==> config.mk <==
export PLATFORM = sky130hd
export DESIGN_NAME = tsa_ctrl_flat
export DESIGN_NICKNAME = d
export VERILOG_FILES = /design/src/hw/rtl/tsa_pkg.sv /design/src/hw/rtl/tsa_req_if.sv /design/src/hw/rtl/tsa_res_if.sv /design/src/hw/rtl/tsa_cfg_if.sv /design/src/hw/rtl/tsa_ctrl.sv /design/src/flat_wrapper.sv
export SDC_FILE = /design/constraint.sdc
export NUM_CORES = 1
export LEC_CHECK = 0
export ABC_AREA = 1
export BUFFER_PORTS_ARGS = -buffer_cell sky130_fd_sc_hd__clkbuf_2
export CORE_MARGIN = 2
export CORE_UTILIZATION = 45
export CTS_BUF_LIST = sky130_fd_sc_hd__clkbuf_4
export CTS_CLUSTER_SIZE = 28
export DETAILED_ROUTE_END_ITERATION = 10
export GPL_TIMING_DRIVEN = 0
export PLACE_DENSITY = 0.64
export RECOVER_POWER = 100
export SLEW_MARGIN = 20
export SYNTH_ARGS = -nofsm -noshare
export SYNTH_HDL_FRONTEND = slang
export SYNTH_SLANG_ARGS = --single-unit
==> constraint.sdc <==
create_clock -name clk_i -period 3 [get_ports clk_i]
set_clock_uncertainty 0.2 [all_clocks]
set_input_delay 0.15 -clock clk_i [delete_from_list [all_inputs] [get_ports clk_i]]
set_output_delay 0.15 -clock clk_i [all_outputs]
set_load 0.1 [all_outputs]
==> src/hw/rtl/tsa_pkg.sv <==
// tsa_pkg: shared widths, payload types and the cell control struct
// for the timed slot allocator; no dependencies

package tsa_pkg;

  localparam int unsigned SLOTS   = 64;
  localparam int unsigned TIME_W  = 32;
  localparam int unsigned COUNT_W = 32;
  localparam int unsigned SLOT_W  = 6;
  localparam int unsigned CFG_W   = 7;

  // scan position must be able to reach SLOTS itself
  localparam int unsigned IDX_W = $clog2(SLOTS + 1);
  localparam int unsigned LIM_W = (IDX_W > CFG_W) ? IDX_W : CFG_W;

  localparam logic [CFG_W-1:0] SLOTS_IN_USE_RST = CFG_W'(64);

  typedef struct packed {
    logic [TIME_W-1:0] arrive_time;
    logic [TIME_W-1:0] leave_time;
  } req_t;

  typedef struct packed {
    logic               granted;
    logic [SLOT_W-1:0]  slot_index;
    logic               order_error;
    logic [COUNT_W-1:0] granted_count;
  } res_t;

  // broadcast from the controller to every cell of the row
  typedef struct packed {
    logic              decay;
    logic              start;
    logic              scan;
    logic [TIME_W-1:0] gap;
    logic [TIME_W-1:0] dur;
  } cell_ctl_t;

endpackage

==> src/hw/rtl/tsa_req_if.sv <==
// tsa_req_if: request channel, valid/ready with arrival and leave time
// depends on tsa_pkg

interface tsa_req_if;
  logic          valid;
  logic          ready;
  tsa_pkg::req_t payload;

  modport source (output valid, output payload, input ready);
  modport sink   (input valid, input payload, output ready);
endinterface

==> src/hw/rtl/tsa_res_if.sv <==
// tsa_res_if: result channel, valid/ready with one grant result
// depends on tsa_pkg

interface tsa_res_if;
  logic          valid;
  logic          ready;
  tsa_pkg::res_t payload;

  modport source (output valid, output payload, input ready);
  modport sink   (input valid, input payload, output ready);
endinterface

==> src/hw/rtl/tsa_cfg_if.sv <==
// tsa_cfg_if: configuration write channel carrying slots_in_use
// depends on tsa_pkg

interface tsa_cfg_if;
  logic                        valid;
  logic                        ready;
  logic [tsa_pkg::CFG_W-1:0]   slots_in_use;

  modport source (output valid, output slots_in_use, input ready);
  modport sink   (input valid, input slots_in_use, output ready);
endinterface

==> src/hw/rtl/tsa_ctrl.sv <==
// tsa_ctrl: request checking, decay and scan sequencing, grant counter,
// configuration register and output register; depends on tsa_pkg and the
// channel interfaces

module tsa_ctrl (
  input  logic               clk_i,
  input  logic               rst_ni,
  tsa_req_if.sink            req_i,
  tsa_res_if.source          res_o,
  tsa_cfg_if.sink            cfg_i,
  input  logic               any_hit_i,
  output tsa_pkg::cell_ctl_t ctl_o
);

  typedef enum logic [1:0] {
    ST_IDLE,
    ST_DECAY,
    ST_SCAN,
    ST_EMIT
  } state_e;

  state_e                          state_q;
  logic [tsa_pkg::CFG_W-1:0]       cfg_q;
  logic [tsa_pkg::TIME_W-1:0]      last_q;
  logic [tsa_pkg::TIME_W-1:0]      gap_q;
  logic [tsa_pkg::TIME_W-1:0]      dur_q;
  logic [tsa_pkg::COUNT_W-1:0]     total_q;
  logic [tsa_pkg::IDX_W-1:0]       idx_q;
  tsa_pkg::res_t                   pend_q;
  tsa_pkg::res_t                   out_q;
  logic                            out_valid_q;

  logic                            accept;
  logic                            bad;
  logic                            out_free;
  logic                            in_range;
  logic [tsa_pkg::LIM_W-1:0]       cfg_w;
  logic [tsa_pkg::LIM_W-1:0]       limit;
  logic [tsa_pkg::COUNT_W-1:0]     total_inc;

  assign req_i.ready   = (state_q == ST_IDLE);
  assign accept        = req_i.valid & req_i.ready;
  assign cfg_i.ready   = 1'b1;
  assign res_o.valid   = out_valid_q;
  assign res_o.payload = out_q;
  assign out_free      = ~out_valid_q | res_o.ready;

  assign bad = (req_i.payload.arrive_time < last_q) ||
               (req_i.payload.leave_time <= req_i.payload.arrive_time);

  assign cfg_w    = tsa_pkg::LIM_W'(cfg_q);
  assign limit    = (cfg_w > tsa_pkg::LIM_W'(tsa_pkg::SLOTS)) ?
                    tsa_pkg::LIM_W'(tsa_pkg::SLOTS) : cfg_w;
  assign in_range = (tsa_pkg::LIM_W'(idx_q) < limit);

  // saturating grant count
  assign total_inc = (total_q == '1) ? total_q : (total_q + 1'b1);

  always_comb begin
    ctl_o.decay = (state_q == ST_DECAY);
    ctl_o.start = (state_q == ST_DECAY);
    ctl_o.scan  = (state_q == ST_SCAN) & in_range;
    ctl_o.gap   = gap_q;
    ctl_o.dur   = dur_q;
  end

  always_ff @(posedge clk_i or negedge rst_ni) begin
    if (!rst_ni) begin
      state_q     <= ST_IDLE;
      cfg_q       <= tsa_pkg::SLOTS_IN_USE_RST;
      last_q      <= '0;
      gap_q       <= '0;
      dur_q       <= '0;
      total_q     <= '0;
      idx_q       <= '0;
      pend_q      <= '0;
      out_q       <= '0;
      out_valid_q <= 1'b0;
    end else begin
      if (cfg_i.valid) begin
        cfg_q <= cfg_i.slots_in_use;
      end
      // a new result may replace the one leaving in the same cycle
      if ((state_q == ST_EMIT) && out_free) begin
        out_valid_q <= 1'b1;
      end else if (res_o.ready) begin
        out_valid_q <= 1'b0;
      end
      case (state_q)
        ST_IDLE: begin
          if (accept) begin
            if (bad) begin
              pend_q.granted       <= 1'b0;
              pend_q.slot_index    <= '0;
              pend_q.order_error   <= 1'b1;
              pend_q.granted_count <= total_q;
              state_q              <= ST_EMIT;
            end else begin
              last_q  <= req_i.payload.arrive_time;
              gap_q   <= req_i.payload.arrive_time - last_q;
              dur_q   <= req_i.payload.leave_time - req_i.payload.arrive_time;
              state_q <= ST_DECAY;
            end
          end
        end
        ST_DECAY: begin
          idx_q   <= '0;
          state_q <= ST_SCAN;
        end
        ST_SCAN: begin
          if (any_hit_i) begin
            pend_q.granted       <= 1'b1;
            pend_q.slot_index    <= tsa_pkg::SLOT_W'(idx_q);
            pend_q.order_error   <= 1'b0;
            pend_q.granted_count <= total_inc;
            total_q              <= total_inc;
            state_q              <= ST_EMIT;
          end else if (!in_range) begin
            pend_q.granted       <= 1'b0;
            pend_q.slot_index    <= '0;
            pend_q.order_error   <= 1'b0;
            pend_q.granted_count <= total_q;
            state_q              <= ST_EMIT;
          end else begin
            idx_q <= idx_q + tsa_pkg::IDX_W'(1);
          end
        end
        ST_EMIT: begin
          if (out_free) begin
            out_q   <= pend_q;
            state_q <= ST_IDLE;
          end
        end
        default: begin
          state_q <= ST_IDLE;
        end
      endcase
    end
  end

endmodule

==> src/flat_wrapper.sv <==
// flat-port wrapper written by rule: the top's interface ports become plain ports
module tsa_ctrl_flat 
  (clk_i, rst_ni, any_hit_i, ctl_o, req_i_valid, req_i_payload, req_i_ready, res_o_valid, res_o_payload, res_o_ready, cfg_i_valid, cfg_i_slots_in_use, cfg_i_ready);
  tsa_req_if req_i_i ();
  tsa_res_if res_o_i ();
  tsa_cfg_if cfg_i_i ();
  input  logic clk_i;
  input  logic rst_ni;
  input  logic any_hit_i;
  output tsa_pkg::cell_ctl_t ctl_o;
  input wire logic [$bits(req_i_i.valid)-1:0] req_i_valid;
  input wire logic [$bits(req_i_i.payload)-1:0] req_i_payload;
  output wire logic [$bits(req_i_i.ready)-1:0] req_i_ready;
  output wire logic [$bits(res_o_i.valid)-1:0] res_o_valid;
  output wire logic [$bits(res_o_i.payload)-1:0] res_o_payload;
  input wire logic [$bits(res_o_i.ready)-1:0] res_o_ready;
  input wire logic [$bits(cfg_i_i.valid)-1:0] cfg_i_valid;
  input wire logic [$bits(cfg_i_i.slots_in_use)-1:0] cfg_i_slots_in_use;
  output wire logic [$bits(cfg_i_i.ready)-1:0] cfg_i_ready;
  assign req_i_i.valid = req_i_valid;
  assign req_i_i.payload = req_i_payload;
  assign req_i_ready = req_i_i.ready;
  assign res_o_valid = res_o_i.valid;
  assign res_o_payload = res_o_i.payload;
  assign res_o_i.ready = res_o_ready;
  assign cfg_i_i.valid = cfg_i_valid;
  assign cfg_i_i.slots_in_use = cfg_i_slots_in_use;
  assign cfg_i_ready = cfg_i_i.ready;
  tsa_ctrl u_core (.clk_i(clk_i), .rst_ni(rst_ni), .req_i(req_i_i), .res_o(res_o_i), .cfg_i(cfg_i_i), .any_hit_i(any_hit_i), .ctl_o(ctl_o));
endmodule
Yosys cells after proc, flatten, opt, wreduce, memory -nomap -nowiden
Cells that the tools add are included.
{ "classes": {"add_sub_neg": 4, "magnitude_cmp": 4, "n_eq_ne": 10, "n_mux": 18, "bitwise": 5, "reduce_logical": 12} }
{ "ops": {"columns": ["op", "n"], "rows": [
  ["$mux 40", 4],
  ["$pmux 40 s2", 1],
  ["$sub 32x32->32", 2],
  ["$add 32x1->32 const B", 1],
  ["$eq 32x32->1 const B", 1],
  ["$le 32x32->1", 1],
  ["$lt 32x32->1", 1],
  ["$mux 32", 1],
  ["$mux 7", 3],
  ["$pmux 7 s2", 1],
  ["$mux 2", 5],
  ["$reduce_and 3->1", 3],
  ["$pmux 2 s4", 1],
  ["$add 7x1->7 const B", 1],
  ["$gt 7x7->1 const B", 1],
  ["$lt 7x7->1", 1],
  ["$ne 2x2->1 const B", 3],
  ["$reduce_bool 2->1", 3],
  ["$eq 2x2->1 const B", 2],
  ["$ne 2x1->1 const B", 2],
  ["$reduce_and 2->1", 2],
  ["$reduce_and 4->1", 1],
  ["$ne 3x3->1 const B", 1],
  ["$and 1x1->1", 2],
  ["other kinds (7)", 9]
]} }
{ "totals": {"regBits": 225, "in_bits": 77, "out_inout_bits": 110, "wordCells": 69} }

Logic depth before layout (Yosys ltp)
{ "depth": {"word_depth": 6, "depth_mapped": 17, "depth_no_buf": 16} }

Worst setup path after synthesis
OpenSTA, ideal clock, no wires.
{ "synth_path": {"kind": "flip-flop to output port", "from": "reg u_core.cfg_q[4] (netlist bit)", "to": "out ctl_o[64] (netlist bit)", "arrival_ns": 2.655, "t_required_ns": 2.650, "path_slack_ns": -0.005, "path_stages_with_launch": 11, "path_buffers": 0, "path_cell_list": "dfrtp_1 > nor2_1 > nand3_1 > nand2_1 > nand2_1 > ha_1 > a21oi_1 > nor2_1 > a211oi_1 > nand2_1 > nor2_1"} }
{ "synth_rtl": {"columns": ["item", "line", "text"], "rows": [
  ["from (decl)", "tsa_ctrl.sv:23", "logic [tsa_pkg::CFG_W-1:0] cfg_q;"],
  ["from (signal assigned)", "tsa_ctrl.sv:70", "cfg_q <= tsa_pkg::SLOTS_IN_USE_RST;"],
  ["from (signal assigned)", "tsa_ctrl.sv:81", "cfg_q <= cfg_i.slots_in_use;"],
  ["to (decl)", "flat_wrapper.sv:10", "output tsa_pkg::cell_ctl_t ctl_o;"]
]} }

==> impl_metrics.json <==
{
  "run_status": "complete, but fails checks",
  "violations": "capacitance limit, slew limit",
  "synth.top_cell.area_share_pct": 37.37,
  "die-height_um": 186.6,
  "top_layer": "met4",
  "route.layer.met1.wl_mm": 19.88,
  "power.total_mw": 18.31,
  "grt-ovfl-total": 0,
  "cp_slowest_cell": "dfrtp_1",
  "power_density_mw_per_mm2": 1007,
  "ir_drop_uv": 1291,
  "hold_ws_ns": 0.1260,
  "drt_iter0_drc": 782,
  "met2_length_mm": 21.39,
  "port_buffers": 184,
  "crit_path_max_incr_delay_ns": 0.40,
  "globalplace.congestion": 0.9538,
  "die_width_um": 186.6,
  "worst_pin_slew_ns": 1.880,
  "ys_types": 42,
  "yosysWarnings": 0,
  "syn_inst": 2056,
  "path_buf_inv": 1,
  "wl_per_cell_um": 15.71,
  "synth-seq-cells": 225,
  "fmax_mhz": 348.8,
  "mostFrequentLayoutCells": "730 x nand2_1, 273 x inv_1, 224 x dfrtp_1",
  "critical_path_class": "reg2out",
  "viasPerCell": 4.989,
  "critPathTopFamily": "simple AND/OR/NAND/NOR gates",
  "synth_flop_cell": "dfrtp_1",
  "grt_max_degree": 84,
  "slew_viol_final": 144,
  "start_util_pct": 45.87,
  "drive_above_1_share_pct": 15.69,
  "first_global_vias": 14200,
  "setup_viol": 0,
  "syn_nets": 2211,
  "leakagePower_nw": 9.595,
  "htree_levels": 3,
  "drc": 0,
  "fin_crit_ns": 2.867,
  "cp_max_fo": 3,
  "maxCapViolCount": 2,
  "final_common_cell": "nand2_1",
  "synth.largest_area_cell": "dfrtp_1",
  "cp_cell_sequence": "nor2_2, nand3_1, nand2_2, nand2_2, ha_4, a21oi_2, nor2_1, a211oi_2, nand2_1, nor2_2, clkbuf_16",
  "core_region_area_mm2": 0.03270,
  "synth_seq_area_share_pct": 37.55,
  "syn_avg_cell_area_um2": 7.295,
  "route.met3.wl_mm": 2.270,
  "crit_path_end_kind": "primary output",
  "fp-row-count": 66,
  "fin_crit_sh_pct": 95.57,
  "grt_pass1_wl_mm": 73.10,
  "numCtsBuffers": 66,
  "drtPass1Iterations": 7,
  "synth_edf_count": 0,
  "critical_path_required_ns": 2.65,
  "root_buffer": "clkbuf_4",
  "hpwl_mm": 34.89,
  "antenna_found_initial": 3,
  "synth_area_mm2": 0.01500,
  "ios": 187,
  "fin_nets": 2555,
  "grt_use_total_pct": 26.32,
  "synth.area.top_cells": "dfrtp_1 37%, nand2_1 18%, inv_1 6.8%",
  "vias": 14400,
  "area_growth_pct": 21.20,
  "dieArea_mm2": 0.03481,
  "ctsLongestPathBuffers": 3,
  "cts_tree": "done",
  "path_clk_slew_ns": 0.06,
  "cp.arrival_ns": 2.52,
  "relSlewSlack_pct": -25.32,
  "cts_sinks": 225,
  "finalHoldViolCount": 0,
  "ant_nets": 0,
  "worst_setup_path_start_kind": "flip-flop",
  "insertion_delay_ns": 0.69,
  "hold_path.class": "in2reg",
  "wirelength_mm": 45.35,
  "rsz0062_at_grt": "true",
  "ys_async_sr_fraction_pct": 100.0
}
## area by class of cell
type	count	area (um^2)
fillers	3226	14520
multi-input cells	1498	7943
flip-flops and latches	225	5632
repair buffers	276	1723
inverters	277	1042
clock buffers	94	705.7
well taps	442	553.0
plain buffers	56	412.9
clock inverters	15	161.4
diodes	3	7.507
## cell usage after synthesis, types with 3 or more instances
cell type / number
or2_2: 3
buf_4: 4
nand2_1: 731
nand4_1: 54
clkbuf_1: 15
nand3b_1: 14
o21ai_0: 62
a21oi_1: 75
nand2_2: 28
ha_1: 76
nor2_1: 154
nand3_1: 99
xnor2_1: 28
xor2_1: 7
nor3_1: 15
dfrtp_1: 224
a21o_1: 6
nor2_2: 3
buf_6: 24
o21ai_2: 62
inv_1: 273
o21ai_1: 6
o21bai_1: 12
nand3_2: 3
mux2_2: 45
buf_2: 13
## metal layers
metal | track usage, % | up-vias
met3 | 4.156 | 105
met4 | 11.11 | 0
li1 | - | 7264
met2 | 44.78 | 415
met1 | 33.33 | 6613
met5 | 0 | -
## path summary, 6_finish.rpt
kind,startpoint,to,slack [ns],depth (start not counted)
worst max-delay path,u_core.cfg_q[0],ctl_o[64],0.13,11
worst min-delay path,req_i_payload[34],u_core.last_q[2],0.13,4
worst max register to register,u_core.total_q[0],u_core.pend_q[9],0.15,12
worst min register to register,u_core.pend_q[18],u_core.pend_q[18],0.26,2
max in group asynchronous,rst_ni,u_core.cfg_q[6],0.32,5
min in group asynchronous,rst_ni,u_core.res_o.payload[9],0.96,4
## per-stage QoR
step           setup WS, ns  setup TNS, ns  instance area [um^2]  util [%]  instances
2_1_floorplan        0.3852              0                 15000         -       2056
3_3_place_gp         -2.974        -659.93                 16480     50.38       2682
3_5_place_dp        0.06930              0                 16540     50.58       2684
4_1_cts             0.04583              0                 18330     56.05       2881
5_1_grt            -0.07843         -1.251                 18180     55.59       2886
6_report             0.1328              0                 18180     55.59       2886
## report_power, final
part,switching (mW),total (mW),internal (mW)
clock,1.34,3.11,1.77
combinational,8.17,10.6,2.44
sequential,0.630,4.59,3.96
total,10.1,18.3,8.17
## flip-flops by register name (all words and copies together), names as in the netlist
register / flops
u_core.gap_q: 32
u_core.res_o.payload: 40
u_core.res_o.valid: 1
u_core.total_q: 32
u_core.pend_q: 40
u_core.dur_q: 32
u_core.state_q: 2
u_core.last_q: 32
u_core.idx_q: 7
u_core.cfg_q: 7
## timing repair
action                                  CTS  global route
gates cloned                              0             0
hold endpoints to repair                251             0
buffers inserted                          0             2
pin swaps                                 0             5
endpoints found under the setup margin    1            44
hold buffers                             88             0
resized for setup                         4            11
## logic make-up (layout without fill, tap and decap cells)
| family | Yosys count | after routing | synth area share (%) |
|---|---|---|---|
| buffers and inverters | 333 | 718 | 9.760 |
| xor gates and xnor gates | 35 | 35 | 2.044 |
| AOI/OAI and AO/OA | 228 | 228 | 9.551 |
| other | 1 | 4 | 0.02500 |
| muxes | 45 | 45 | 3.378 |
| and+or+nand+nor | 1111 | 1111 | 31.09 |
| adders and majority gates | 78 | 78 | 6.607 |
| DFF | 225 | 225 | 37.55 |
## worst reg2reg max path, cell delays in order (launching register included)
cell and delay (ns):
dfrtp_1 0.45, ha_1 0.36, nand3_2 0.16, inv_1 0.13
nand2_1 0.11, nor2_1 0.21, nand2_1 0.25, clkbuf_2 0.32
nand3_1 0.12, nand2_1 0.05, o21ai_0 0.16, nand4_1 0.17
nand2_1 0.09
Power figures use the tool's default switching activity.
