$ cat config.mk
export PLATFORM = sky130hd
export DESIGN_NAME = tsa_cell
export DESIGN_NICKNAME = d
export VERILOG_FILES = /design/src/hw/rtl/tsa_pkg.sv /design/src/hw/rtl/tsa_cell.sv
export SDC_FILE = /design/constraint.sdc
export NUM_CORES = 1
export LEC_CHECK = 0
export ABC_AREA = 1
export BUFFER_PORTS_ARGS = -buffer_cell sky130_fd_sc_hd__clkbuf_2
export CORE_ASPECT_RATIO = 1.4
export CORE_MARGIN = 1
export CORE_UTILIZATION = 45
export DETAILED_ROUTE_END_ITERATION = 10
export PLACE_DENSITY_LB_ADDON = 0.15
export SYNTH_ARGS = -nofsm -noshare
export SYNTH_HDL_FRONTEND = slang
export SYNTH_SLANG_ARGS = --single-unit
$ cat constraint.sdc
create_clock -name clk_i -period 5.5 [get_ports clk_i]
set_clock_uncertainty 0.15 [all_clocks]
set_input_delay 0.55 -clock clk_i [delete_from_list [all_inputs] [get_ports clk_i]]
set_output_delay 0.55 -clock clk_i [all_outputs]
set_load 0.03 [all_outputs]
$ cat src/hw/rtl/tsa_pkg.sv
// tsa_pkg: shared widths, payload types and the cell control struct
// for the timed slot allocator; no dependencies

package tsa_pkg;

  localparam int unsigned SLOTS   = 64;
  localparam int unsigned TIME_W  = 32;
  localparam int unsigned COUNT_W = 32;
  localparam int unsigned SLOT_W  = 6;
  localparam int unsigned CFG_W   = 7;

  // scan position must be able to reach SLOTS itself
  localparam int unsigned IDX_W = $clog2(SLOTS + 1);
  localparam int unsigned LIM_W = (IDX_W > CFG_W) ? IDX_W : CFG_W;

  localparam logic [CFG_W-1:0] SLOTS_IN_USE_RST = CFG_W'(64);

  typedef struct packed {
    logic [TIME_W-1:0] arrive_time;
    logic [TIME_W-1:0] leave_time;
  } req_t;

  typedef struct packed {
    logic               granted;
    logic [SLOT_W-1:0]  slot_index;
    logic               order_error;
    logic [COUNT_W-1:0] granted_count;
  } res_t;

  // broadcast from the controller to every cell of the row
  typedef struct packed {
    logic              decay;
    logic              start;
    logic              scan;
    logic [TIME_W-1:0] gap;
    logic [TIME_W-1:0] dur;
  } cell_ctl_t;

endpackage

$ cat src/hw/rtl/tsa_cell.sv
// tsa_cell: one slot of the row, holds its remaining busy time and the
// search token position; depends on tsa_pkg

module tsa_cell (
  input  logic               clk_i,
  input  logic               rst_ni,
  input  tsa_pkg::cell_ctl_t ctl_i,
  input  logic               tok_i,
  output logic               tok_o,
  output logic               hit_o
);

  logic [tsa_pkg::TIME_W-1:0] rem_q, rem_d;
  logic                       tok_q, tok_d;
  logic                       hit;

  assign hit   = tok_q & ctl_i.scan & (rem_q == '0);
  assign hit_o = hit;
  // a granted cell swallows the token
  assign tok_o = tok_q & ~hit;

  always_comb begin
    tok_d = (ctl_i.start | ctl_i.scan) ? tok_i : tok_q;
    if (ctl_i.decay) begin
      rem_d = (rem_q > ctl_i.gap) ? (rem_q - ctl_i.gap) : '0;
    end else if (hit) begin
      rem_d = ctl_i.dur;
    end else begin
      rem_d = rem_q;
    end
  end

  always_ff @(posedge clk_i or negedge rst_ni) begin
    if (!rst_ni) begin
      rem_q <= '0;
      tok_q <= 1'b0;
    end else begin
      rem_q <= rem_d;
      tok_q <= tok_d;
    end
  end

endmodule

# --- Word level (Yosys, flattened, before mapping) ---
# Cells that the tools add are included.
# W data, S select, Z words.
totals:
  ff_bits: 33
  input_bits: 70
  output_inout_bits: 2
  wordCells: 14
op_classes:
  add_sub_neg: 1
  magnitude_cmp: 1
  n_mux: 3
  n_bitwise: 5
  n_reduce_logical: 2
op_table:
  columns: ["cell", "count"]
  rows:
  - ["$mux W32", 3]
  - ["$gt A32 B32 Y1", 1]
  - ["$logic_not A32 Y1", 1]
  - ["$sub A32 B32 Y32", 1]
  - ["$and A1 B1 Y1", 3]
  - ["$reduce_bool A2 Y1", 1]
  - ["$not A1 Y1", 1]
  - ["$or A1 B1 Y1", 1]

# --- Logic depth before layout (Yosys ltp) ---
# Gate-level depths: netlist (run 1).
logic_depth:
  word_depth: 4
  depth_mapped: 16
  mapped_depth_nobuf: 16

# --- Worst setup path before layout (run 1) ---
# No wires, ideal clock.
synth_path:
  path_type: "in2out"
  from: "in ctl_i[64] (netlist name)"
  to: "out tok_o"
  t_arrival_ns: 2.331
  t_required_ns: 4.800
  path_slack_ns: 2.469
  path_stages: 5
  path_buffers: 0
  path_cell_list: "nand2_1 -> nor4_1 -> nand3_1 -> nor4_1 -> nor2_1"
synth_via:
  elab_chain_cells: 4
synth_rtl:
  columns: ["element", "line_no", "text"]
  rows:
  - ["start, declared", "tsa_cell.sv:7", "input tsa_pkg::cell_ctl_t ctl_i,"]
  - ["$and A1 B1 Y1 (2 in series)", "tsa_cell.sv:17", "assign hit = tok_q & ctl_i.scan & (rem_q == '0);"]
  - ["named net hit_o", "tsa_cell.sv:10", "output logic hit_o"]
  - ["$not A1 Y1", "tsa_cell.sv:20", "assign tok_o = tok_q & ~hit;"]
  - ["$and A1 B1 Y1", "tsa_cell.sv:20", null]
  - ["end, declared", "tsa_cell.sv:9", "output logic tok_o,"]
# The timed path passes the listed nets, and every way through them passes these cells.

# --- Final worst setup path (run 1) ---
layout_path:
  from: "reg rem_q[0] (netlist name)"
  to: "reg rem_q[30] (netlist name)"
layout_via:
  elab_chain_cells: 3
  elab_cells_between_ends: 7
  cone_classes: "1 x add/sub; 1 x order compare; 2 x mux; 1 x bitwise; 2 x reduce/logical"
layout_rtl:
  columns: ["element", "line_no", "text"]
  rows:
  - ["start, declared", "tsa_cell.sv:13", "logic [tsa_pkg::TIME_W-1:0] rem_q, rem_d;"]
  - ["start signal, assigned", "tsa_cell.sv:38", "rem_q <= rem_d;"]
  - ["$sub A32 B32 Y32, or another cell as far along", "tsa_cell.sv:25", "rem_d = (rem_q > ctl_i.gap) ? (rem_q - ctl_i.gap) : '0;"]
  - ["$mux W32 or $and A1 B1 Y1 (tied branches)", "tsa_cell.sv:25, tsa_cell.sv:17", null]
  - ["$mux W32 or $reduce_bool A2 Y1 (tied branches)", null, null]
# Parallel ways exist; a longest one is shown, timed or not.
# A chain may end at the register's enable or synchronous reset.

==> metrics.cfg, run 1 <==
[floorplan]
rows = 42
ioPinCount = 72
design.die.area_um2 = 10310
dieWidth_um = 86.10
design.core.area_um2 = 9512
floorplan.initialDensity = 0.4684
die_y_um = 119.7

[finish]
drive_above_1_share = 0.1299
layout.area.seq_um2 = 825.8
non_filler_instances = 1017
multi_input_area_um2 = 2930
syn_to_layout_area_delta_pct = 14.35
nFillCells = 1036
layout.nets = 987
n_antenna_cell = 0
most-common-layout-cells = sky130_fd_sc_hd__nand2_1, sky130_fd_sc_hd__inv_1, sky130_fd_sc_hd__nor2_1
layout_commonest_cell = sky130_fd_sc_hd__nand2_1

[timing]
final.setup.tns_ps = 0
final-setup-viol-count = 0
slew_violations = 0
measured_slew_at_the_worst_slew_check_pin_ps = 1008
finalWorstPathRequiredPeriod_ps = 2773
min_period_over_period = 0.5041
rsz0062_at_grt = no
max_slew_margin = 0.3270
timing.final.hold_violations = 0
maxClockFrequency_ghz = 0.3607

[setup_path]
crit_fanout = 24
critical_path_class = register to register
critical_path.top_delay_family = compound AO/OA/AOI/OAI gates
data_required_critical_path_ps = 5560
critical_path_s_most_frequent_cell = sky130_fd_sc_hd__nand2_2
timing.critical_path.arrival_ps = 2830
worst_path_max_delay_cell = sky130_fd_sc_hd__a21oi_4
worstPathCellList = inv_1, ha_1, fa_1, nor2_1, o21ai_1, nand2_2, nand2_2, nand2_2, nand2_2, a21oi_4, nand2_1, a21oi_1
delay_of_the_slowest_cell_on_the_worst_path_ps = 700
setup.worst_path.end_class = register
path_buf_inv = 1
timing.critical_path.from_type = register

[placement]
place.detailed.instances = 1009
io_buffer_count = 71
gp_routability_congestion = 0.9274
dp.final_hpwl_um = 11060

[cts]
tritoncts = done
tritoncts_num_sinks = 33
cts_hold_repair.buffers = 0
clockBufferDepth = 2
clk_root_buffer_cell = sky130_fd_sc_hd__clkbuf_16
path_clk_slew_ps = 60
postCtsSetupBuffers = 0
worst_skew_pair.late_latency_ps = 290
cts_made_buffers = 5
h-tree-depth = 2
post_cts_resized = 0

[logic_synthesis]
synth_cells = 816
synth.yosys.seq_area_share = 0.1853
synth_cell_type_count = 30
synth_fp_nets = 919
postSynthRegisterBits = 33
synth_warnings = 0
mappedNetlistArea_um2 = 4456
synth.avg_cell_area_um2 = 5.460

[route]
drt-initial-drc-count = 193
avgViaCountPerCell = 4.735
routed_wirelength_normalized_by_instance_count_um = 13.22
drt-total-wl_um = 13450
drtAntennaViolNets = 0
num_vias = 4815
drt_pass1_iterations = 5
drc = 0

[power]
power.density_nw_per_um2 = 242.3
power.static_leakage_uw = 0.003166
ir_drop_mv = 0.1341

[grt]
global_route.overflow_total = 0
number_of_antenna_violations_at_the_first_check_in_global_routing = 0
global_route_wire_length_before_repair_um = 21960
track_usage = 0.2755
maximum_number_of_pins_on_one_net_before_global_route_repair = 35
grt_pass1_vias = 4683

[status]
run_status = complete, no violations

[min_path]
holdCritPathClass = input port to async pin

[flow_run]
drv_cap = 0

## layout make-up
cell class | count | share of cell area
repair buffers | 73 | 0.07269
inverters | 168 | 0.1238
well taps | 132 | 0.03242
multi-input cells | 603 | 0.5751
clock inverters | 1 | 0.005894
flip-flops and latches | 33 | 0.1621
clock buffers | 7 | 0.02800
## through the flow
step	hold WS [ps]	instance area, um2	total power [uW]	util	worst slack (ps)
after floorplan	104.4	4456	731.1	-	2469
after global placement	348.9	4922	885.4	0.5175	2510
after detailed placement	363.5	4922	893.3	0.5175	2451
after CTS	302.7	5095	1243	0.5356	2710
after global routing	344.1	5095	1336	0.5356	2470
final	263.9	5095	1235	0.5356	2727
## kinds of logic (layout without fill, tap and decap cells)
| family | count (synthesis) | in the layout | share of synthesized area |
|---|---|---|---|
| XOR/XNOR | 15 | 15 | 0.02949 |
| buffers and inverters | 180 | 249 | 0.1570 |
| AND/OR/NAND/NOR | 482 | 482 | 0.4398 |
| AO/OA/AOI/OAI | 73 | 73 | 0.09408 |
| flip-flops | 33 | 33 | 0.1853 |
| adder cells (fa/ha/maj) | 33 | 33 | 0.09435 |
## sequential cells by signal (all words and copies together) (netlist names)
signal / count
rem_q: 32
tok_q: 1
## report_power, final
| group | internal, uW | switching [uW] | total, uW |
|---|---|---|---|
| Sequential | 272 | 26.2 | 298 |
| Combinational | 205 | 388 | 593 |
| Clock | 227 | 117 | 344 |
| Total | 704 | 531 | 1230 |
## worst reg2reg max path: stages, from the launching register on
cell and delay [ps]:
sky130_fd_sc_hd__dfrtp_1 340, sky130_fd_sc_hd__inv_1 50, sky130_fd_sc_hd__ha_1 200, sky130_fd_sc_hd__fa_1 420
sky130_fd_sc_hd__nor2_1 140, sky130_fd_sc_hd__o21ai_1 80, sky130_fd_sc_hd__nand2_2 100, sky130_fd_sc_hd__nand2_2 50
sky130_fd_sc_hd__nand2_2 70, sky130_fd_sc_hd__nand2_2 80, sky130_fd_sc_hd__a21oi_4 700, sky130_fd_sc_hd__nand2_1 140
sky130_fd_sc_hd__a21oi_1 170
## metal layers
metal,track usage,share of wire,vias up
met5,0,0,-
met4,0.1042,0.030,0
met3,0.02476,0.030,22
met2,0.5179,0.52,96
met1,0.3150,0.42,2105
li1,-,-,2592
## final timing paths
| path | start | end | slack (ps) | cells after the start |
|---|---|---|---|---|
| min in group clk_i | tok_i | tok_q$_DFFE_PN0P_ | 370 | 3 |
| max reg2reg | rem_q[0]$_DFFE_PN0P_ | rem_q[30]$_DFFE_PN0P_ | 2730 | 12 |
| max in group asynchronous | rst_ni | rem_q[29]$_DFFE_PN0P_ | 4340 | 1 |
| min | rst_ni | rem_q[17]$_DFFE_PN0P_ | 260 | 1 |
| max | rem_q[0]$_DFFE_PN0P_ | rem_q[30]$_DFFE_PN0P_ | 2730 | 12 |
| min reg2reg | rem_q[0]$_DFFE_PN0P_ | rem_q[0]$_DFFE_PN0P_ | 370 | 2 |
## synthesized netlist by cell type
cell type	number	area share
sky130_fd_sc_hd__nand3_1	26	0.029
sky130_fd_sc_hd__nor3_1	3	0.0034
sky130_fd_sc_hd__o21ai_1	1	0.0011
sky130_fd_sc_hd__nand2_1	295	0.25
sky130_fd_sc_hd__o21ai_0	24	0.027
sky130_fd_sc_hd__xor2_1	14	0.028
sky130_fd_sc_hd__fa_1	1	0.0045
sky130_fd_sc_hd__dfrtp_1	33	0.19
sky130_fd_sc_hd__buf_6	2	0.0051
sky130_fd_sc_hd__inv_1	168	0.14
sky130_fd_sc_hd__xnor2_1	1	0.0020
sky130_fd_sc_hd__ha_1	32	0.090
sky130_fd_sc_hd__a21oi_1	35	0.039
sky130_fd_sc_hd__and3_1	1	0.0014
sky130_fd_sc_hd__clkbuf_1	5	0.0042
sky130_fd_sc_hd__nand3b_1	2	0.0034
sky130_fd_sc_hd__nor4_1	2	0.0028
sky130_fd_sc_hd__nand2_2	17	0.024
sky130_fd_sc_hd__a21oi_2	10	0.020
sky130_fd_sc_hd__nand4_1	11	0.015
sky130_fd_sc_hd__or2_2	1	0.0014
sky130_fd_sc_hd__buf_2	4	0.0045
sky130_fd_sc_hd__nor3_2	1	0.0022
sky130_fd_sc_hd__and2_1	3	0.0042
sky130_fd_sc_hd__nor2_1	115	0.097
sky130_fd_sc_hd__a21o_1	1	0.0017
sky130_fd_sc_hd__a21oi_4	1	0.0037
sky130_fd_sc_hd__o21bai_1	1	0.0017
sky130_fd_sc_hd__buf_4	1	0.0017
sky130_fd_sc_hd__nor2_2	5	0.0070
(Power assumes the default switching activity.)
==> run 2, diff against run 1 <==
- clock period: 5.5 -> 2.4 ns (I/O delays scaled with it)
==> run 2 against run 1 <==
Net effect: combinational power rose to 2.6 times the previous value; wire length is 7.6% higher; first-iteration DRC count is 17% higher; die area did not move; via count grew 4.0%; clock power up 96%; setup slack worse by 2600 ps; critical path type unchanged; critical endpoint is now rem_q[12]$_DFFE_PN0P_.
==> metrics.cfg, run 2 (synthesis gave the netlist of run 1 again) <==
[cts]
tritoncts = done
worst_skew_pair.late_latency_ps = 290
path_clk_slew_ps = 60
clk_root_buffer_cell = sky130_fd_sc_hd__clkbuf_16
clockBufferDepth = 2
cts_made_buffers = 5
tritoncts_num_sinks = 33
h-tree-depth = 2

[timing]
final-setup-viol-count = 0
min_period_over_period = 0.9670
hold_ws_ps = 52.37
worst_slack_ps = 79.09
maxClockFrequency_ghz = 0.4309
measured_slew_at_the_worst_slew_check_pin_ps = 994.3
max_slew_margin = 0.3371
timing.final.hold_violations = 0
final.setup.tns_ps = 0
slew_violations = 0
finalWorstPathRequiredPeriod_ps = 2321

[finish]
largest_registers = rem_q: 32 flops, tok_q: 1 flops
register_with_the_most_flip_flops = rem_q
largest_reg_flops = 32
drive_above_1_share = 0.1872
layout.nets = 1011
layout_commonest_cell = sky130_fd_sc_hd__nand2_1
most-common-layout-cells = sky130_fd_sc_hd__nand2_1, sky130_fd_sc_hd__inv_1, sky130_fd_sc_hd__nor2_1
n_antenna_cell = 0
syn_to_layout_area_delta_pct = 25.58

[floorplan]
design.die.area_um2 = 10310
design.core.area_um2 = 9512
die_y_um = 119.7
ioPinCount = 72
floorplan.initialDensity = 0.4684
dieWidth_um = 86.10
rows = 42

[setup_path]
crit_fanout = 8
timing.critical_path.from_type = register
timing.critical_path.arrival_ps = 2380
critical_path_class = register to register
data_required_critical_path_ps = 2460
setup.worst_path.end_class = register

[power]
power.density_nw_per_um2 = 525.6
power.static_leakage_uw = 0.003313
ir_drop_mv = 0.2934

[placement]
detailedPlace.worstSlack_ps = 53.97
io_buffer_count = 71
gp_routability_congestion = 0.9422
dp.final_hpwl_um = 11710

[grt]
global_route.overflow_total = 0
global_route_wire_length_before_repair_um = 22240
grt_pass1_vias = 4712
maximum_number_of_pins_on_one_net_before_global_route_repair = 34
number_of_antenna_violations_at_the_first_check_in_global_routing = 0
track_usage = 0.2839

[route]
drt-total-wl_um = 14470
routed_wirelength_normalized_by_instance_count_um = 13.91
drt-initial-drc-count = 226
drc = 0
num_vias = 5007
avgViaCountPerCell = 4.814
drt_pass1_iterations = 4
drtAntennaViolNets = 0

[min_path]
holdCritPathClass = input port to register

[flow_run]
drv_cap = 0

[status]
run_status = complete, no violations

==> run 2: cell count changes in the layout (fill, tap and decap cells not counted), moves of 5 or more <==
cell / before / now
sky130_fd_sc_hd__ha_1: 32 / 16
sky130_fd_sc_hd__ha_4: 0 / 14
sky130_fd_sc_hd__buf_4: 2 / 19
sky130_fd_sc_hd__nor2_1: 115 / 110
sky130_fd_sc_hd__nand2_1: 295 / 290
==> run 2: path summary, 6_finish.rpt <==
check | slack (ps) | cells after the start | start | end
max | 80 | 14 | rem_q[0]$_DFFE_PN0P_ | rem_q[12]$_DFFE_PN0P_
max reg2reg | 80 | 14 | rem_q[0]$_DFFE_PN0P_ | rem_q[12]$_DFFE_PN0P_
min in group asynchronous | 500 | 2 | rst_ni | rem_q[19]$_DFFE_PN0P_
max in group asynchronous | 970 | 2 | rst_ni | rem_q[22]$_DFFE_PN0P_
min | 50 | 3 | tok_i | tok_q$_DFFE_PN0P_
min reg2reg | 370 | 2 | rem_q[0]$_DFFE_PN0P_ | rem_q[0]$_DFFE_PN0P_
==> run 2: worst max-delay path, cell delays in order (launching register included) <==
cell and delay, ps:
sky130_fd_sc_hd__dfrtp_1 340, sky130_fd_sc_hd__inv_1 50, sky130_fd_sc_hd__ha_2 190, sky130_fd_sc_hd__fa_2 420, sky130_fd_sc_hd__nor2_2 100, sky130_fd_sc_hd__o21ai_1 70, sky130_fd_sc_hd__nand2_2 80, sky130_fd_sc_hd__nand2_2 60
sky130_fd_sc_hd__nand2_4 70, sky130_fd_sc_hd__nand2_4 60, sky130_fd_sc_hd__a21oi_4 140, sky130_fd_sc_hd__buf_12 140, sky130_fd_sc_hd__clkbuf_16 160, sky130_fd_sc_hd__nand2_1 50, sky130_fd_sc_hd__a21oi_1 140
==> run 2: power breakdown <==
part | internal [uW] | switching (uW) | total (uW)
combinational | 622 | 946 | 1570
sequential | 624 | 73.4 | 697
clock | 408 | 267 | 675
==> run 2: cell type report <==
class                           count  area (um2)
Sequential cell                    33       825.8
Timing Repair Buffer               97       635.6
Clock buffer                        7       142.6
Fill cell                        1019        3916
Tap cell                          132       165.2
Inverter                          168       630.6
Multi-Input combinational cell    603        3196
==> run 2: per-stage QoR <==
step                      cells  area [um2]  total power (uW)  utilization
after CTS                  1035        5241              2794       0.5510
after global routing       1040        5595              3163       0.5883
final                      1040        5595              2941       0.5883
after floorplan             816        4462              1676            -
after global placement     1027        5089              2096       0.5350
after detailed placement   1027        5089              2110       0.5350
==> run 2: timing repair <==
action | in CTS | in global routing
hold buffers | 1 | 0
setup buffers | 0 | 3
resized for setup | 0 | 45
setup endpoints to repair | 0 | 34
endpoints found under the hold margin | 33 | 0
==> run 2: routing by layer <==
layer	global-route usage	up-vias	routed length [um]
li1	-	2634	-
met1	0.2980	2194	5722
met2	0.5198	127	7303
met3	0.03508	52	488
met4	0.1865	0	954
met5	0	-	0
==> run 3, diff against run 2 <==
--- a/config.mk
+++ b/config.mk
@@ -14,2 +14,3 @@
 export PLACE_DENSITY_LB_ADDON = 0.15
+export SETUP_SLACK_MARGIN = 0.02
 export SYNTH_ARGS = -nofsm -noshare
==> constraint.sdc (replaced) <==
create_clock -name clk_i -period 2.4 [get_ports clk_i]
set_clock_uncertainty 0.15 [all_clocks]
set_input_delay 0.12 -clock clk_i [delete_from_list [all_inputs] [get_ports clk_i]]
set_output_delay 0.12 -clock clk_i [all_outputs]
set_load 0.03 [all_outputs]
==> run 3 against run 2 <==
Net effect: sequential power decreased by 2%; critical path type unchanged; global-route usage grew 0.24 points; sequential share of layout area rose by 0.42 points; flip-flop and latch count is the same; highest routed layer unchanged; wire length is 2.0% lower.
==> metrics.cfg, run 3 (synthesis gave the netlist of run 1 again) <==
[floorplan]
die_y_um = 119.7
ioPinCount = 72
floorplan.initialDensity = 0.4684
design.die.area_um2 = 10310
design.core.area_um2 = 9512
dieWidth_um = 86.10
rows = 42

[route]
num_vias = 4969
drt-total-wl_um = 14180
drtAntennaViolNets = 0
drt_pass1_iterations = 4
avgViaCountPerCell = 4.773
drt-initial-drc-count = 181
routed_wirelength_normalized_by_instance_count_um = 13.62
drc = 0

[cts]
path_clk_slew_ps = 60
worst_skew_pair.late_latency_ps = 290
h-tree-depth = 2
tritoncts_num_sinks = 33
cts_made_buffers = 5
tritoncts = done
clk_root_buffer_cell = sky130_fd_sc_hd__clkbuf_16
clockBufferDepth = 2

[power]
power.static_leakage_uw = 0.003289
power.density_nw_per_um2 = 542.9
ir_drop_mv = 0.2644

[finish]
finish.instance_area_um2 = 5439
syn_to_layout_area_delta_pct = 22.07
layout.nets = 1011
largest_registers = rem_q: 32 flops, tok_q: 1 flops
most-common-layout-cells = sky130_fd_sc_hd__nand2_1, sky130_fd_sc_hd__inv_1, sky130_fd_sc_hd__nor2_1
n_antenna_cell = 0
drive_above_1_share = 0.1782
largest_reg_flops = 32
register_with_the_most_flip_flops = rem_q
layout_commonest_cell = sky130_fd_sc_hd__nand2_1

[grt]
track_usage = 0.2863
global_route.overflow_total = 0
number_of_antenna_violations_at_the_first_check_in_global_routing = 0
maximum_number_of_pins_on_one_net_before_global_route_repair = 34
grt_pass1_vias = 4856
global_route_wire_length_before_repair_um = 22560

[timing]
min_period_over_period = 0.9512
slew_violations = 0
final-setup-viol-count = 0
maxClockFrequency_ghz = 0.4380
finalWorstPathRequiredPeriod_ps = 2283
rsz0062_at_grt = yes
max_slew_margin = 0.3390
timing.final.hold_violations = 0
measured_slew_at_the_worst_slew_check_pin_ps = 991.4
hold_ws_ps = 2.952

[min_path]
holdCritPathClass = input port to register
min_from = ctl_i[19]

[placement]
place_area_um2 = 5081
dp.final_hpwl_um = 11700
io_buffer_count = 71
gp_routability_congestion = 0.9919

[setup_path]
timing.critical_path.arrival_ps = 2350
data_required_critical_path_ps = 2470
timing.critical_path.from_type = register
timing.critical_path.from = rem_q[0]$_DFFE_PN0P_
crit_fanout = 17
critical_path_class = register to register
reg2reg_from = rem_q[0]$_DFFE_PN0P_
setup.worst_path.end_class = register

[status]
run_status = complete, no violations

[flow_run]
drv_cap = 0

[run 3: power breakdown]
| group | switching (uW) | internal (uW) |
|---|---|---|
| Sequential | 62.4 | 624 |
| Clock | 267 | 520 |
| Combinational | 922 | 558 |
| Total | 1250 | 1700 |
[run 3: final timing paths]
path / end / slack (ps) / depth (start not counted)
setup / recovery: rem_q[6]$_DFFE_PN0P_ / 120 / 13
hold / removal: rem_q[19]$_DFFE_PN0P_ / 3 / 5
setup reg to reg: rem_q[6]$_DFFE_PN0P_ / 120 / 13
hold reg to reg: rem_q[13]$_DFFE_PN0P_ / 400 / 2
max in group asynchronous: rem_q[22]$_DFFE_PN0P_ / 1110 / 2
min in group asynchronous: rem_q[9]$_DFFE_PN0P_ / 380 / 2
[run 3: cell type report]
cell class | instances | area, um2
clock buffers | 7 | 142.6
clock inverters | 1 | 30.03
fillers | 1031 | 4073
inverters | 168 | 630.6
multi-input cells | 603 | 3053
flip-flops and latches | 33 | 825.8
well taps | 132 | 165.2
repair buffers | 97 | 591.8
[run 3: what timing repair did]
| item | CTS | global route |
|---|---|---|
| setup endpoints to repair | 0 | 32 |
| resized for setup | 0 | 31 |
| hold buffers | 5 | 0 |
| buffers inserted | 0 | 2 |
| endpoints found under the hold margin | 35 | 0 |
[run 3: routing by layer]
layer  global-route usage  wire [um]
met5                    0          0
met4               0.1583        807
met3              0.02751        329
met2               0.5451       7317
met1               0.2995       5728
[run 3: critical path, stage by stage, from the launching register on]
cell	delay [ps]
sky130_fd_sc_hd__dfrtp_1	360
sky130_fd_sc_hd__inv_1	60
sky130_fd_sc_hd__ha_2	190
sky130_fd_sc_hd__fa_2	420
sky130_fd_sc_hd__nor2_2	130
sky130_fd_sc_hd__o21ai_1	70
sky130_fd_sc_hd__nand2_2	70
sky130_fd_sc_hd__nand2_2	50
sky130_fd_sc_hd__nand2_2	70
sky130_fd_sc_hd__nand2_2	70
sky130_fd_sc_hd__a21oi_4	190
sky130_fd_sc_hd__buf_12	180
sky130_fd_sc_hd__nand2_1	80
sky130_fd_sc_hd__a21oi_2	120
[run 3: stage by stage]
step	setup WS, ps	utilization	total power [uW]	TNS, ps	instances
6_report	117.0	0.5718	2953	0	1041
3_5_place_dp	81.13	0.5342	2103	0	1026
4_1_cts	70.33	0.5576	2911	0	1039
3_3_place_gp	127.8	0.5342	2084	0	1026
2_1_floorplan	199.8	-	1676	0	816
5_1_grt	-7.216	0.5718	3177	-11.25	1041
